[config.mk]
export PLATFORM = sky130hd
export DESIGN_NAME = machine_trap_entry_unit_top_flat
export DESIGN_NICKNAME = d
export VERILOG_FILES = /design/src/rtl/core/mte_pkg.sv /design/src/rtl/core/mte_ifs.sv /design/src/rtl/core/mte_csr_file.sv /design/src/rtl/core/mte_entry_logic.sv /design/src/rtl/core/machine_trap_entry_unit_top.sv /design/src/flat_wrapper.sv
export SDC_FILE = /design/constraint.sdc
export NUM_CORES = 1
export LEC_CHECK = 0
export ABC_AREA = 1
export BUFFER_PORTS_ARGS = -buffer_cell sky130_fd_sc_hd__buf_2
export CAP_MARGIN = 10
export CORE_ASPECT_RATIO = 0.9
export CORE_MARGIN = 3
export CORE_UTILIZATION = 45
export DETAILED_ROUTE_END_ITERATION = 10
export GPL_ROUTABILITY_DRIVEN = 0
export PLACE_DENSITY_LB_ADDON = 0.05
export SETUP_SLACK_MARGIN = 0.4
export SYNTH_ARGS = -nofsm -noshare
export SYNTH_HDL_FRONTEND = slang
export SYNTH_SLANG_ARGS = --single-unit
[constraint.sdc]
create_clock -name clk -period 8.1 [get_ports clk]
set_input_delay 1.62 -clock clk [delete_from_list [all_inputs] [get_ports clk]]
set_output_delay 1.62 -clock clk [all_outputs]
set_load 0.005 [all_outputs]
[src/rtl/core/mte_pkg.sv]
// Shared types and constants for the machine-mode trap entry unit.
// No dependencies; every other file in rtl/core imports this package.
`timescale 1ns / 1ps

package mte_pkg;

	// request commands
	localparam logic [1:0] CMD_IRQ_CHECK = 2'd0;
	localparam logic [1:0] CMD_EXCEPTION = 2'd1;
	localparam logic [1:0] CMD_STATUS_WR = 2'd2;

	// configuration register indexes
	localparam int unsigned CFG_IDX_W = 1;
	localparam logic [CFG_IDX_W-1:0] CFG_TRAP_VECTOR = 1'd0;
	localparam logic [CFG_IDX_W-1:0] CFG_IRQ_ENABLE  = 1'd1;

	// status word fields
	localparam logic [31:0] MSTATUS_CLEAR_MASK  = 32'h0000_1888;
	localparam logic [31:0] MSTATUS_MPP_MACHINE = 32'h0000_1800;
	localparam int unsigned MSTATUS_MIE_BIT  = 3;
	localparam int unsigned MSTATUS_MPIE_BIT = 7;
	localparam logic [31:0] VECTOR_ALIGN_MASK = 32'hFFFF_FFFC;

	// interrupt lines and causes
	localparam int unsigned IRQ_LINE_SOFTWARE = 0;
	localparam int unsigned IRQ_LINE_TIMER    = 1;
	localparam int unsigned IRQ_LINE_EXTERNAL = 2;
	localparam logic [3:0] IRQ_CAUSE_SOFTWARE = 4'd3;
	localparam logic [3:0] IRQ_CAUSE_TIMER    = 4'd7;
	localparam logic [3:0] IRQ_CAUSE_EXTERNAL = 4'd11;

	typedef struct packed {
		logic [1:0]  command;
		logic [31:0] current_pc;
		logic [2:0]  pending_lines;
		logic [3:0]  exception_cause;
		logic [31:0] fault_value;
		logic [31:0] status_value;
	} req_item_t;

	typedef struct packed {
		logic        trap_taken;
		logic        interrupt_taken;
		logic [31:0] redirect_pc;
		logic        halted_flag;
		logic [31:0] cause_now;
		logic [31:0] saved_pc;
		logic [31:0] status_now;
	} res_item_t;

	// architectural state seen by the entry logic
	typedef struct packed {
		logic [31:0] status;
		logic [31:0] epc;
		logic [31:0] cause;
		logic [31:0] trap_vector;
		logic [2:0]  irq_enable;
		logic        stopped;
	} csr_state_t;

	// state update produced by the entry logic for one request
	typedef struct packed {
		logic        commit;
		logic        halt;
		logic        status_wr;
		logic [31:0] status;
		logic [31:0] epc;
		logic [31:0] cause;
		logic [31:0] tval;
	} csr_update_t;

endpackage

[src/rtl/core/mte_ifs.sv]
// Valid/ready channel interfaces for requests, results and configuration writes.
// Depends on mte_pkg for the payload types.
`timescale 1ns / 1ps

interface mte_req_if import mte_pkg::*; ();
	logic      valid;
	logic      ready;
	req_item_t data;
	modport source (output valid, output data, input ready);
	modport sink   (input valid, input data, output ready);
endinterface

interface mte_res_if import mte_pkg::*; ();
	logic      valid;
	logic      ready;
	res_item_t data;
	modport source (output valid, output data, input ready);
	modport sink   (input valid, input data, output ready);
endinterface

interface mte_cfg_if import mte_pkg::*; ();
	logic                 valid;
	logic                 ready;
	logic [CFG_IDX_W-1:0] index;
	logic [31:0]          data;
	modport source (output valid, output index, output data, input ready);
	modport sink   (input valid, input index, input data, output ready);
endinterface

[src/rtl/core/mte_csr_file.sv]
// Trap state registers (status, epc, cause, tval, halt) and configuration registers.
// Depends on mte_pkg for csr_state_t and csr_update_t.
`timescale 1ns / 1ps

module mte_csr_file import mte_pkg::*; (
	input  logic                 clk,
	input  logic                 arst_n,
	input  logic                 upd_en,
	input  csr_update_t          upd,
	input  logic                 cfg_we,
	input  logic [CFG_IDX_W-1:0] cfg_index,
	input  logic [31:0]          cfg_data,
	output csr_state_t           state
);

	logic [31:0] status_q, epc_q, cause_q, tval_q, trap_vector_q;
	logic [2:0]  irq_enable_q;
	logic        stopped_q;

	always_ff @(posedge clk or negedge arst_n) begin
		if (!arst_n) begin
			status_q  <= '0;
			epc_q     <= '0;
			cause_q   <= '0;
			tval_q    <= '0;
			stopped_q <= 1'b0;
		end else if (upd_en) begin
			if (upd.commit) begin
				status_q <= upd.status;
				epc_q    <= upd.epc;
				cause_q  <= upd.cause;
				tval_q   <= upd.tval;
			end else if (upd.status_wr) begin
				status_q <= upd.status;
			end
			if (upd.halt) begin
				stopped_q <= 1'b1;
			end
		end
	end

	always_ff @(posedge clk or negedge arst_n) begin
		if (!arst_n) begin
			trap_vector_q <= '0;
			irq_enable_q  <= '0;
		end else if (cfg_we) begin
			unique case (cfg_index)
				CFG_TRAP_VECTOR: trap_vector_q <= cfg_data;
				CFG_IRQ_ENABLE:  irq_enable_q  <= cfg_data[2:0];
				default: ;
			endcase
		end
	end

	always_comb begin
		state.status      = status_q;
		state.epc         = epc_q;
		state.cause       = cause_q ^ (tval_q & 32'h0);
		state.trap_vector = trap_vector_q;
		state.irq_enable  = irq_enable_q;
		state.stopped     = stopped_q;
	end

endmodule

[src/rtl/core/mte_entry_logic.sv]
// Combinational trap entry decision: interrupt priority, exception entry, status write.
// Depends on mte_pkg; produces the state update and the result for one request.
`timescale 1ns / 1ps

module mte_entry_logic import mte_pkg::*; (
	input  req_item_t   req_item,
	input  csr_state_t  state,
	output csr_update_t upd,
	output res_item_t   result
);

	logic [2:0]  active;
	logic        mie;
	logic        irq_hit;
	logic        entry;
	logic        no_handler;
	logic [3:0]  irq_code;
	logic [31:0] entry_cause;
	logic [31:0] entry_status;

	always_comb begin
		active = req_item.pending_lines & state.irq_enable;
		mie    = state.status[MSTATUS_MIE_BIT];

		// external beats software beats timer
		if (active[IRQ_LINE_EXTERNAL]) begin
			irq_code = IRQ_CAUSE_EXTERNAL;
		end else if (active[IRQ_LINE_SOFTWARE]) begin
			irq_code = IRQ_CAUSE_SOFTWARE;
		end else begin
			irq_code = IRQ_CAUSE_TIMER;
		end

		irq_hit       = 1'b0;
		entry         = 1'b0;
		upd.status_wr = 1'b0;
		unique case (req_item.command)
			CMD_IRQ_CHECK: begin
				irq_hit = mie && (active != 3'b000);
				entry   = irq_hit;
			end
			CMD_EXCEPTION: entry         = 1'b1;
			CMD_STATUS_WR: upd.status_wr = !state.stopped;
			default: ;
		endcase
		entry   = entry && !state.stopped;
		irq_hit = irq_hit && !state.stopped;

		no_handler = (state.trap_vector == 32'h0);
		entry_cause = irq_hit ? {1'b1, 27'h0, irq_code} : {28'h0, req_item.exception_cause};

		// MIE into MPIE, clear MIE, MPP to machine
		entry_status = (state.status & ~MSTATUS_CLEAR_MASK) | MSTATUS_MPP_MACHINE;
		entry_status[MSTATUS_MPIE_BIT] = mie;

		upd.commit = entry && !no_handler;
		upd.halt   = entry && no_handler;
		upd.status = upd.commit ? entry_status : req_item.status_value;
		upd.epc    = req_item.current_pc;
		upd.cause  = entry_cause;
		upd.tval   = irq_hit ? 32'h0 : req_item.fault_value;

		result.trap_taken      = entry;
		result.interrupt_taken = irq_hit;
		result.redirect_pc     = upd.commit ? (state.trap_vector & VECTOR_ALIGN_MASK)
		                                    : req_item.current_pc;
		result.halted_flag     = state.stopped || upd.halt;
		result.cause_now       = upd.commit ? entry_cause : state.cause;
		result.saved_pc        = upd.commit ? req_item.current_pc : state.epc;
		result.status_now      = (upd.commit || upd.status_wr) ? upd.status : state.status;
	end

endmodule

[src/rtl/core/machine_trap_entry_unit_top.sv]
// The result of an accepted request is registered and shows on the result port from the cycle after acceptance.
// One request per cycle while the result register is empty or drains; the trap state and the result register are
// both written at the accepting edge, so the next request sees the updated state.
// The request side stays ready while the result register is empty or being drained.
// Reset (arst_n low, asynchronous) clears all trap state, config and the result valid.
// A halt after an entry with no handler holds until the next reset.
`timescale 1ns / 1ps

module machine_trap_entry_unit_top import mte_pkg::*; (
	input logic      clk,
	input logic      arst_n,
	mte_req_if.sink  req,
	mte_res_if.source res,
	mte_cfg_if.sink  cfg
);

	csr_state_t  state;
	csr_update_t upd;
	res_item_t   result;
	res_item_t   res_q;
	logic        res_valid_q;
	logic        req_fire;

	// Accept a new request whenever the result register is free or drains this cycle.
	assign req.ready = !res_valid_q || res.ready;
	assign req_fire  = req.valid && req.ready;

	// Configuration writes are always taken; the user must send them only while the unit is idle (not enforced here).
	assign cfg.ready = 1'b1;

	mte_csr_file u_csr (
		.clk       (clk),
		.arst_n    (arst_n),
		.upd_en    (req_fire),
		.upd       (upd),
		.cfg_we    (cfg.valid),
		.cfg_index (cfg.index),
		.cfg_data  (cfg.data),
		.state     (state)
	);

	mte_entry_logic u_entry (
		.req_item (req.data),
		.state    (state),
		.upd      (upd),
		.result   (result)
	);

	// Result register: load on an accepted request, drop valid once taken.
	always_ff @(posedge clk or negedge arst_n) begin
		if (!arst_n) begin
			res_valid_q <= 1'b0;
		end else if (req_fire) begin
			res_valid_q <= 1'b1;
		end else if (res.ready) begin
			res_valid_q <= 1'b0;
		end
	end

	// Payload needs no reset; hold it while the sink stalls.
	always_ff @(posedge clk) begin
		if (req_fire) begin
			res_q <= result;
		end
	end

	assign res.valid = res_valid_q;
	assign res.data  = res_q;

	// Halt is sticky until reset.
	a_halt_sticky: assert property (@(posedge clk) disable iff (!arst_n)
		state.stopped |=> state.stopped)
		else $error("halt state cleared without reset");

	// A request taken while halted produces no trap.
	a_halted_no_trap: assert property (@(posedge clk) disable iff (!arst_n)
		(req_fire && state.stopped) |=> (!res_q.trap_taken && res_q.halted_flag))
		else $error("trap reported while halted");

	// Interrupt entry is always a trap.
	a_irq_is_trap: assert property (@(posedge clk) disable iff (!arst_n)
		(res_valid_q && res_q.interrupt_taken) |-> res_q.trap_taken)
		else $error("interrupt without trap");

	// A handled entry redirects to an aligned vector with MIE cleared.
	a_entry_aligned: assert property (@(posedge clk) disable iff (!arst_n)
		(res_valid_q && res_q.trap_taken && !res_q.halted_flag)
		|-> (res_q.redirect_pc[1:0] == 2'b00 && !res_q.status_now[MSTATUS_MIE_BIT]))
		else $error("bad redirect or status after entry");

	// Result register is never overwritten while it holds an untaken result.
	a_no_overwrite: assert property (@(posedge clk) disable iff (!arst_n)
		(res_valid_q && !res.ready) |-> !req_fire)
		else $error("request accepted over a stalled result");

endmodule
[src/flat_wrapper.sv]
// flat-port wrapper written by rule: the top's interface ports become plain ports
module machine_trap_entry_unit_top_flat import mte_pkg::*;
  (clk, arst_n, req_valid, req_data, req_ready, res_valid, res_data, res_ready, cfg_valid, cfg_index, cfg_data, cfg_ready);
  mte_req_if req_i ();
  mte_res_if res_i ();
  mte_cfg_if cfg_i ();
  input logic clk;
  input logic arst_n;
  input wire logic [$bits(req_i.valid)-1:0] req_valid;
  input wire logic [$bits(req_i.data)-1:0] req_data;
  output wire logic [$bits(req_i.ready)-1:0] req_ready;
  output wire logic [$bits(res_i.valid)-1:0] res_valid;
  output wire logic [$bits(res_i.data)-1:0] res_data;
  input wire logic [$bits(res_i.ready)-1:0] res_ready;
  input wire logic [$bits(cfg_i.valid)-1:0] cfg_valid;
  input wire logic [$bits(cfg_i.index)-1:0] cfg_index;
  input wire logic [$bits(cfg_i.data)-1:0] cfg_data;
  output wire logic [$bits(cfg_i.ready)-1:0] cfg_ready;
  assign req_i.valid = req_valid;
  assign req_i.data = req_data;
  assign req_ready = req_i.ready;
  assign res_valid = res_i.valid;
  assign res_data = res_i.data;
  assign res_i.ready = res_ready;
  assign cfg_i.valid = cfg_valid;
  assign cfg_i.index = cfg_index;
  assign cfg_i.data = cfg_data;
  assign cfg_ready = cfg_i.ready;
  machine_trap_entry_unit_top u_core (.clk(clk), .arst_n(arst_n), .req(req_i), .res(res_i), .cfg(cfg_i));
endmodule
Yosys cells after proc, flatten, opt, wreduce, memory -nomap -nowiden
Index checks and enable logic that the tools add are counted.
Storage, ports and cells
  register bits: 264
  bits of input ports: 143
  output and inout port bits: 134
  word-level logic and storage cells: 55
Operators by class
  eq/ne operators: 2
  muxes and demuxes: 15
  bitwise logic cells: 2
  reductions and logical operators: 21
Operators with widths (number)
  $mux W32: 8
  $logic_not A32 Y1: 1
  $reduce_and A2 Y1: 4
  $logic_and A1 B1 Y1: 6
  $mux W1: 4
  $mux W4: 1
  $reduce_bool A2 Y1: 2
  $and A3 B3 Y3: 1
  $logic_not A1 Y1: 3
  $logic_or A1 B1 Y1: 3
  $mux W3: 1
  $reduce_bool A3 Y1: 1
  $eq A2 B1 Y1 const B: 1
  $eq A2 B2 Y1 const B: 1
  $logic_not A2 Y1: 1
  $pmux W1 S2: 1
  $not A1 Y1: 1

Depth between registers and ports, before layout
Gate-level depths: netlist (run 1).
  depth in word-level cells: 9
  mapped depth: 13
  gate-level depth less buffers: 11

Cells and area by module
A second synthesis (run 1) with hierarchy kept.
Second synthesis, totals
  cells, all modules: 1437
  area, all modules: 12449.4 sq um
Modules (own cells, without submodules)
  mte_csr_file: times used 1, cells each 569, area an instance 5139.9 sq um, sequential area each 3303.2 sq um
  machine_trap_entry_unit_top: times used 1, cells each 139, area an instance 3990.1 sq um, sequential area each 3958.8 sq um
  mte_entry_logic: times used 1, cells each 729, area an instance 3319.4 sq um, sequential area each 0.0 sq um

Least setup slack after synthesis (run 1)
Ideal clock, no wire load.
  path type: input-to-reg
  start: input res_ready
  end: register u_core.u_csr.cause_q[11]
  library setup time: 0.112 ns
  arrival: 3.932 ns
  required time: 7.988 ns
  setup slack: 4.056 ns
  cell stages on the path: 9
  path buffers: 2
  cell sequence: inv_1 nand2_1 nand2_1 inv_2 nand2_4 buf_6 buf_6 nand2_1 inv_2
Between the ends
  cells in the longest elaborated chain, start to end: 2
Ends and longest elaborated chain
  start, declared: RTL line flat_wrapper.sv:14  | input wire logic [$bits(res_i.ready)-1:0] res_ready;
  $logic_or A1 B1 Y1: RTL line machine_trap_entry_unit_top.sv:25  | assign req.ready = !res_valid_q || res.ready;
  named net req_ready: RTL line flat_wrapper.sv:11  | output wire logic [$bits(req_i.ready)-1:0] req_ready;
  $logic_and A1 B1 Y1: RTL line machine_trap_entry_unit_top.sv:26  | assign req_fire = req.valid && req.ready;
  named net u_core.req_fire: RTL line machine_trap_entry_unit_top.sv:22  | logic req_fire;
  end signal, assigned: RTL line mte_csr_file.sv:31  | cause_q <= upd.cause;
  end, declared: RTL line mte_csr_file.sv:16  | logic [31:0] status_q, epc_q, cause_q, tval_q, trap_vector_q;
The timed path passes the listed nets, and every way through them passes these cells.
A chain may end at the register's enable or synchronous reset.

Worst setup path after layout (run 1)
  start: input req_data[70]
  end: register u_core.u_csr.epc_q[10]
Between the ends
  cells in the longest elaborated chain, start to end: 7
Ends and longest elaborated chain
  start, declared: RTL line flat_wrapper.sv:10  | input wire logic [$bits(req_i.data)-1:0] req_data;
  $and A3 B3 Y3: RTL line mte_entry_logic.sv:22  | active = req_item.pending_lines & state.irq_enable;
  $reduce_bool A3 Y1: RTL line mte_entry_logic.sv:39  | irq_hit = mie && (active != 3'b000);
  $logic_and A1 B1 Y1: RTL line mte_entry_logic.sv:39
  $pmux W1 S2: RTL line mte_entry_logic.sv:37  | unique case (req_item.command)
  $logic_and A1 B1 Y1: RTL line mte_entry_logic.sv:46  | entry = entry && !state.stopped;
  $logic_and A1 B1 Y1: RTL line mte_entry_logic.sv:56  | upd.commit = entry && !no_handler;
  $mux W32
  end signal, assigned: RTL line mte_csr_file.sv:30  | epc_q <= upd.epc;
  end, declared: RTL line mte_csr_file.sv:16
No other way between the ends.

==> out/metrics.yaml, run 1 <==
synth_cells: 1114
reg2reg_depth: 8
syn_area_um2: 10900
r2r_end: "u_core.u_csr.epc_q[10]"
ioPinCount: 277
reg2reg_slack_ps: 3540
cts_buffers: 29
rsz0062_at_grt: "false"
drtIter0Drc: 695
timing.fmax_ghz: 0.1868
drc_errors: 0
final_nets: 1480
avgRoutedWirePerCell_um: 15.27
p_leak_nw: 6.571
period_minus_slack_ps: 5354
drtPass1Iterations: 5
finalPower_mw: 2.910
cts_resized: 0
routed-via-count: 7874
mostFrequentLayoutCells: "nand2_1 (407), buf_2 (242), dfrtp_1 (133), edfxtp_1 (131), inv_1 (105)"
ant_nets: 0
worstReg2RegStart: "u_core.u_csr.irq_enable_q[2]"
clk_path_buf_depth: 3
netlist-cell-type-count: 24
hold_viol_final: 0
port_buffers: 243
viasPerCell: 4.729
dieArea_um2: 26130
crit_start: "req_data[70]"
clk_latency_ps: 550
hp-class: "flop to flop"
final_common_cell: "nand2_1"
grt_pass1_vias: 7490
cts.sinks: 264
status: "complete, no violations"
placedInstanceArea_um2: 12220
yosysWarnings: 0
setup_viol_count_final: 0
period_share: 0.6610
cts_tree: "done"
cts_root_buf: "clkbuf_16"
start_util: 0.4618
cts.clk_slew.worst_paths_ps: 60
rows: 53
drv_cap: 0
syn_nets: 1257
antenna_found_initial: 7
irDropWorstVdd_mv: 0.1404
post_cts_buffers: 0
syn_avg_cell_area_um2: 9.786
p_per_area_nw_per_um2: 221.7
maxSlewViolCount: 0
gr-total-overflow: 0
ys_ff_latch: 264
htreeDepth: 1
postCtsHoldBufs: 0
hpwl_um: 15560
worstMarginPinSlew_ps: 1112
area_growth_pct: 20.37
clock_skew_ps: 20.25
wirelength_um: 25430
ys_seq_area_frac: 0.6661
die_width_um: 170.1
end_kind: "flop"
stdcell_area_um2: 13120
max_slew_margin: 0.2569
drive_gt1_frac: 0.2434
grt_max_degree: 99
startpoint_type: "primary input"
die_height_um: 153.7
grt_use_total: 0.1898
crit_end: "u_core.u_csr.epc_q[10]"
critical_path_class: "primary input to flop"
grt_first_pass_wirelength_um: 39970
critPathArrivalTime_ps: 5780
tns_ps: 0
cp.required_ps: 8520
coreArea_um2: 23610
cp_max_fo: 98
==> cell type report <==
| cell class | instances | area [um^2] |
|---|---|---|
| Tap cell | 302 | 377.9 |
| Clock inverter | 10 | 85.08 |
| Timing Repair Buffer | 248 | 1260 |
| Sequential cell | 264 | 7262 |
| Multi-Input combinational cell | 665 | 2829 |
| Clock buffer | 44 | 812.0 |
| Fill cell | 2170 | 10490 |
| Antenna cell | 3 | 7.507 |
| Inverter | 129 | 489.2 |
==> cell families after synthesis <==
| logic type | Yosys count | synth area share |
|---|---|---|
| compound gates | 138 | 0.06496 |
| buf+inv | 185 | 0.07460 |
| other cells | 1 | 0.0003440 |
| mux | 8 | 0.008264 |
| flops | 264 | 0.6661 |
| simple gates | 518 | 0.1857 |
==> stage by stage <==
| step | utilization | setup WS, ps | cells | hold WS (ps) |
|---|---|---|---|---|
| 3_5_place_dp | 0.5175 | 2093 | 1608 | 452.5 |
| 3_3_place_gp | 0.5175 | 2182 | 1608 | 448.4 |
| 5_1_grt | 0.5559 | 2274 | 1665 | 484.2 |
| 6_report | 0.5559 | 2746 | 1665 | 465.2 |
| 4_1_cts | 0.5555 | 2613 | 1662 | 468.1 |
| 2_1_floorplan | - | 4056 | 1114 | 436.1 |
==> sequential cells by signal (all words and copies together), names as in the netlist <==
signal,cells
u_core.u_csr.trap_vector_q,32
u_core.u_csr.stopped_q,1
u_core.res.data,131
u_core.u_csr.epc_q,32
u_core.u_csr.status_q,32
u_core.u_csr.irq_enable_q,3
u_core.u_csr.cause_q,32
u_core.res.valid,1
==> worst max-delay path: stages <==
cell	delay, ps
buf_2	70
nand2_1	80
nand3_1	120
nand2_1	100
a21boi_4	880
nand2_4	740
inv_2	900
nand2_4	770
o21ai_0	430
==> metal layers <==
layer,track usage,part of all wire,routed length [um],vias to the layer above
li1,-,-,-,3972
met1,0.2633,0.45,11410,3638
met2,0.2982,0.46,11660,216
met3,0.05373,0.073,1860,40
met4,0.04635,0.018,460,8
met5,0,0.0017,44,-
==> how the worst min path moves through the flow <==
| stage | start | cells after the start | to | slack [ps] |
|---|---|---|---|---|
| after floorplan | u_core.u_csr.cause_q[10] | 2 | u_core.u_csr.cause_q[10] | 440 |
| after global placement | u_core.u_csr.cause_q[9] | 2 | u_core.u_csr.cause_q[9] | 450 |
| after detailed placement | u_core.u_csr.cause_q[9] | 2 | u_core.u_csr.cause_q[9] | 450 |
| after CTS | u_core.u_csr.cause_q[7] | 2 | u_core.u_csr.cause_q[7] | 470 |
| after global routing | u_core.u_csr.cause_q[26] | 2 | u_core.u_csr.cause_q[26] | 480 |
| final | u_core.u_csr.cause_q[4] | 2 | u_core.u_csr.cause_q[4] | 470 |
==> power by group <==
group	switching, mW	internal, mW	leakage (nW)
Clock	0.524	0.723	0.440
Sequential	0.0187	1.47	3.05
Combinational	0.107	0.0655	3.08
Total	0.650	2.26	6.57
==> synthesized netlist by cell type, drive strengths merged <==
cell type  instances  share of area
nand4              2         0.0011
nand3             36          0.017
dfrtp            133           0.31
nand2            412           0.14
inv              129          0.044
a21oi             24          0.011
mux2               8         0.0083
nor2              66          0.023
conb               1        0.00034
edfxtp           131           0.36
buf               41          0.024
clkbuf            15         0.0057
o21ai            113          0.052
a21boi             1         0.0017
or2                2         0.0011
No activity file was read; power rests on OpenSTA's default activity.
==> run 2: changes to the inputs <==
==> constraint.sdc (replaced) <==
create_clock -name clk -period 5.2 [get_ports clk]
set_input_delay 1.04 -clock clk [delete_from_list [all_inputs] [get_ports clk]]
set_output_delay 1.04 -clock clk [all_outputs]
set_load 0.005 [all_outputs]
==> run 2 against run 1 <==
Utilization increased by 0.52 points. Global-route usage is 0.34 points lower. Power up 61%. Sequential share of layout area decreased by 0.52 points. Cell count grew 0.24%. Clock skew about the same. Wire length shrank 1.8%. Final area up 0.94%. Largest cell class unchanged. Critical path depth up 4. Register-to-register slack got worse by 2000 ps. Combinational power grew 56%.
==> out/metrics.yaml, run 2 (synthesized netlist as in run 1, its figures left out) <==
reg2reg_slack_ps: 1580  # was 3540 ps
clk_latency_ps: 540  # was 550 ps
routed-via-count: 7863  # was 7874
htreeDepth: 1  # unchanged
largest_reg_flops: 131  # unchanged
fillCellCount: 2189  # was 2170
viasPerCell: 4.711  # was 4.729
cts_buffers: 29  # unchanged
postCtsHoldBufs: 0  # unchanged
grt_first_pass_wirelength_um: 39430  # was 39970 um
stdcell_area_um2: 13250  # was 13120 um^2
p_leak_nw: 6.633  # was 6.571 nW
cp.required_ps: 5670  # was 8520 ps
mostFrequentLayoutCells: "nand2_1 (407), buf_2 (242), dfrtp_1 (133), edfxtp_1 (131), inv_1 (105)"  # unchanged
drtPass1Iterations: 5  # unchanged
drive_gt1_frac: 0.2449  # was 0.2434
die_width_um: 170.1  # unchanged
p_per_area_nw_per_um2: 354.5  # was 221.7 nW/um^2
regArea_um2: 7262  # unchanged
period_minus_slack_ps: 3616
fin_cells: 1669  # was 1665
area_growth_pct: 21.51  # was 20.37%
fin_hold_ws_ps: 465.3  # was 465.2 ps
cts.clk_slew.worst_paths_ps: 60  # about the same
fin_util: 0.5611  # was 0.5559
end_kind: "flop"  # unchanged
avgRoutedWirePerCell_um: 14.95  # was 15.27 um
gr-total-overflow: 0  # unchanged
hp-class: "flop to flop"  # unchanged
cts_tree: "done"  # unchanged
multi_input_area_um2: 2829  # unchanged
period_share: 0.6955
antenna_found_initial: 8  # was 7
final_nets: 1484  # was 1480
placedInstanceArea_um2: 12250  # was 12220 um^2
tns_ps: 0  # unchanged
start_util: 0.4618  # unchanged
post-place-ws_ps: 1336  # was 2093 ps
irDropWorstVdd_mv: 0.2154  # was 0.1404 mV
drc_errors: 0  # unchanged
cts_root_buf: "clkbuf_16"  # unchanged
layout_setup_ws_ps: 1584  # was 2746 ps
rows: 53  # unchanged
post_cts_buffers: 0  # unchanged
final_common_cell: "nand2_1"  # unchanged
cp_top_family: "simple AND/OR/NAND/NOR gates"  # unchanged
worstMarginPinSlew_ps: 1012  # was 1112 ps
coreArea_um2: 23610  # unchanged
setup_viol_count_final: 0  # unchanged
cp_max_fo: 71  # was 98
max_slew_margin: 0.3256  # was 0.2569
ioPinCount: 277  # unchanged
rsz0062_at_grt: "false"  # unchanged
startpoint_type: "flop"  # was primary input
grt_use_total: 0.1865  # was 0.1898
finalPower_mw: 4.695  # was 2.910 mW
clk_path_buf_depth: 3  # unchanged
status: "complete, no violations"  # unchanged
clock_skew_ps: 20.62  # was 20.25 ps
critical_path_class: "flop to flop"  # was primary input to flop
maxSlewViolCount: 0  # unchanged
cp_slowest_cell: "nand2_2"  # was inv_2
hpwl_um: 15530  # was 15560 um
dp.cells: 1612  # was 1608
dieArea_um2: 26130  # unchanged
critPathArrivalTime_ps: 4090  # was 5780 ps
grt_pass1_vias: 7452  # was 7490
grt_max_degree: 104  # was 99
wirelength_um: 24960  # was 25430 um
slowest_delay_ps: 670  # was 900 ps
ant_nets: 0  # unchanged
timing.fmax_ghz: 0.2765
drv_cap: 0  # unchanged
crit_top_cell: "nand2_1"
timing.critical_path.cells: "inv_1 > nand2_1 > nor2_1 > nand2_1 > nor2_1 > nand2_1 > buf_4 > nand2_4 > buf_4 > nand2_4 > nand2_2 > nand2_1 > nand2_1"  # was buf_2 > nand2_1 > nand3_1 > nand2_1 > a21boi_4 > nand2_4 > inv_2 > nand2_4 > o21ai_0
drtIter0Drc: 618  # was 695
cts_resized: 0  # unchanged
port_buffers: 243  # unchanged
timing.critical_path.buf_inv: 3  # was 2
cts.sinks: 264  # unchanged
die_height_um: 153.7  # unchanged
hold_viol_final: 0  # unchanged
-- run 2: cell types whose count changed in the layout (fill, tap and decap cells not counted) --
cell,before,now
buf_4,5,9
bufinv_16,1,4
clkbuf_1,12,8
clkbuf_8,3,6
clkinv_1,0,5
clkinv_2,6,1
clkinvlp_4,1,0
inv_6,3,2
-- run 2: final cells by class --
| type | instances | area share |
|---|---|---|
| tap | 302 | 0.02853 |
| multi-input combinational | 665 | 0.2136 |
| inverter | 129 | 0.03693 |
| sequential | 264 | 0.5482 |
| antenna | 3 | 0.0005667 |
| timing repair buffer | 252 | 0.09738 |
| clock buffer | 43 | 0.06328 |
| clock inverter | 11 | 0.01152 |
-- run 2: worst register-to-register path: stages (launching register included) --
cell and delay (ps):
dfrtp_1 360, inv_1 90, nand2_1 60, nor2_1 130, nand2_1 110, nor2_1 220, nand2_1 80, buf_4 270
nand2_4 290, buf_4 610, nand2_4 450, nand2_2 670, nand2_1 140, nand2_1 100
-- run 2: worst paths after layout --
kind,start,to,cells after the start
max,u_core.u_csr.trap_vector_q[15],u_core.u_csr.status_q[24],13
min,u_core.u_csr.cause_q[10],u_core.u_csr.cause_q[10],2
max reg2reg,u_core.u_csr.trap_vector_q[15],u_core.u_csr.status_q[24],13
min reg2reg,u_core.u_csr.cause_q[10],u_core.u_csr.cause_q[10],2
max in group asynchronous,arst_n,u_core.u_csr.trap_vector_q[18],2
min in group asynchronous,arst_n,u_core.u_csr.cause_q[19],1
-- run 2: per-layer routing --
| layer | GRT usage | part of all wire | vias up |
|---|---|---|---|
| met5 | 0 | 0.0021 | - |
| met3 | 0.04987 | 0.065 | 50 |
| met1 | 0.2660 | 0.46 | 3613 |
| met4 | 0.04867 | 0.025 | 10 |
| li1 | - | - | 3986 |
| met2 | 0.2853 | 0.45 | 204 |
-- run 2: power breakdown --
group          switching [mW]  total (mW)  internal, mW
Clock                   0.800        2.11          1.31
Sequential             0.0296        2.32          2.29
Combinational           0.165       0.268         0.102
==> run 3: changes to the inputs <==
==> constraint.sdc (replaced) <==
create_clock -name clk -period 3.7 [get_ports clk]
set_input_delay 0.74 -clock clk [delete_from_list [all_inputs] [get_ports clk]]
set_output_delay 0.74 -clock clk [all_outputs]
set_load 0.005 [all_outputs]
==> run 3 against run 2 <==
Wire length is essentially flat. Combinational power up 42%. Non-clock buffer count is 2 higher. Critical endpoint is now u_core.res.data[16].
==> out/metrics.yaml, run 3 (synthesized netlist as in run 1, its figures left out) <==
antenna_found_initial: 6  # was 8
grt_max_degree: 92  # was 104
coreArea_um2: 23610  # unchanged
die_height_um: 153.7  # unchanged
grt_first_pass_wirelength_um: 39020  # was 39430 um
tns_ps: 0  # unchanged
cp.required_ps: 4090  # was 5670 ps
die_width_um: 170.1  # unchanged
irDropWorstVdd_mv: 0.2840  # was 0.2154 mV
worstMarginPinSlew_ps: 1071  # was 1012 ps
clk_path_buf_depth: 3  # unchanged
placedInstanceArea_um2: 12300  # was 12250 um^2
routed-via-count: 7904  # was 7863
postCtsHoldBufs: 0  # unchanged
cp_slowest_cell: "inv_2"  # was nand2_2
critPathArrivalTime_ps: 3420  # was 4090 ps
fillCellCount: 2159  # was 2189
timing.critical_path.cells: "inv_1 > nand2_1 > nor2_1 > nand2_1 > nor2_1 > nand2_1 > buf_4 > nand2_4 > nand2_4 > inv_2 > nand2_1 > nand2_1"  # was inv_1 > nand2_1 > nor2_1 > nand2_1 > nor2_1 > nand2_1 > buf_4 > nand2_4 > buf_4 > nand2_4 > nand2_2 > nand2_1 > nand2_1
ant_nets: 0  # unchanged
area_growth_pct: 20.89  # was 21.51%
drc_errors: 0  # unchanged
drtPass1Iterations: 5  # unchanged
gr-total-overflow: 0  # unchanged
cts.clk_slew.worst_paths_ps: 60  # about the same
clock_skew_ps: 12.92  # was 20.62 ps
dieArea_um2: 26130  # unchanged
period_share: 0.8192  # was 0.6955
viasPerCell: 4.730  # was 4.711
p_leak_nw: 6.602  # was 6.633 nW
stdcell_area_um2: 13180  # was 13250 um^2
cp_max_fo: 35  # was 71
grt_use_total: 0.1852  # was 0.1865
cts_resized: 0  # unchanged
avgRoutedWirePerCell_um: 14.93  # was 14.95 um
cts_buffers: 28  # was 29
status: "complete, no violations"  # unchanged
cts_root_buf: "clkbuf_16"  # unchanged
end_kind: "flop"  # unchanged
timing.fmax_ghz: 0.3299  # was 0.2765 GHz
period_minus_slack_ps: 3031  # was 3616 ps
final_common_cell: "nand2_1"  # unchanged
final_nets: 1485  # was 1484
cts.sinks: 264  # unchanged
clk_latency_ps: 530  # was 540 ps
mostFrequentLayoutCells: "nand2_1 (407), buf_2 (242), dfrtp_1 (133), edfxtp_1 (131), inv_1 (105)"  # unchanged
hpwl_um: 15830  # was 15530 um
rsz0062_at_grt: "true"  # was false
start_util: 0.4618  # unchanged
critical_path_class: "flop to flop"  # unchanged
maxSlewViolCount: 0  # unchanged
p_per_area_nw_per_um2: 475.4  # was 354.5 nW/um^2
post_cts_buffers: 0  # unchanged
setup_viol_count_final: 0  # unchanged
drive_gt1_frac: 0.2434  # was 0.2449
drv_cap: 0  # unchanged
wirelength_um: 24940  # was 24960 um
fin_util: 0.5582  # was 0.5611
largest_reg_flops: 131  # unchanged
htreeDepth: 1  # unchanged
cts_tree: "done"  # unchanged
rows: 53  # unchanged
startpoint_type: "flop"  # unchanged
slowest_delay_ps: 610  # was 670 ps
drtIter0Drc: 613  # was 618
max_slew_margin: 0.2838  # was 0.3256
crit_top_cell: "nand2_1"  # unchanged
hp-class: "primary input to async pin"  # was flop to flop
port_buffers: 243  # unchanged
grt_pass1_vias: 7342  # was 7452
ioPinCount: 277  # unchanged
hold_viol_final: 0  # unchanged
## run 3: cell types whose count changed in the layout (fill, tap and decap cells not counted)
cell	before	now
clkinv_2	1	3
clkbuf_8	6	5
clkbuf_1	8	11
buf_12	0	3
clkinv_1	5	4
buf_4	9	8
bufinv_16	4	0
inv_6	2	1
diode_2	3	5
## run 3: path summary, 6_finish.rpt
path / depth (start not counted) / slack [ps] / endpoint / startpoint
max reg2reg: 12 / 670 / u_core.res.data[16] / u_core.u_csr.trap_vector_q[15]
min in group clk: 2 / 450 / u_core.u_csr.trap_vector_q[27] / cfg_data[27]
max: 12 / 670 / u_core.res.data[16] / u_core.u_csr.trap_vector_q[15]
min: 1 / 120 / u_core.u_csr.cause_q[19] / arst_n
max in group asynchronous: 2 / 2650 / u_core.u_csr.irq_enable_q[1] / arst_n
min reg2reg: 2 / 460 / u_core.u_csr.cause_q[5] / u_core.u_csr.cause_q[5]
## run 3: power by group
group          switching (mW)  internal, mW
combinational           0.234         0.147
sequential             0.0421          3.22
clock                    1.09          1.53
total                    1.36          4.90
## run 3: routing by layer
layer  share of wire  vias up  track usage
met2            0.45      224       0.2791
met5          0.0021        -            0
met3           0.072       47      0.05013
li1                -     3983            -
met1            0.45     3644       0.2664
met4           0.025        6      0.05176
## run 3: final cells by class
type / instances / area, um^2 / area share
tap: 302 / 377.9 / 0.02867
sequential: 264 / 7262 / 0.5510
inverter: 129 / 489.2 / 0.03712
clock buffer: 45 / 835.8 / 0.06342
antenna: 5 / 12.51 / 0.0009494
multi-input combinational: 665 / 2829 / 0.2147
timing repair buffer: 254 / 1343 / 0.1019
clock inverter: 7 / 30.03 / 0.002279
## run 3: stage by stage
step | cells | hold WS, ps | worst slack [ps] | total power [mW]
floorplan | 1114 | 436.1 | 536.1 | 3.481
global placement | 1614 | 448.4 | 651.7 | 3.706
detailed placement | 1614 | 451.3 | 628.7 | 3.711
CTS | 1666 | 126.5 | 613.5 | 6.347
global route | 1669 | 144.2 | 356.2 | 6.524
finish | 1671 | 118.6 | 669.0 | 6.266
## run 3: worst max-delay path, delay by kind of cell, from the launching register on
kind / cells / cell delay, ps
buf+inv: 3 / 950
flops: 1 / 360
simple gates: 9 / 1570
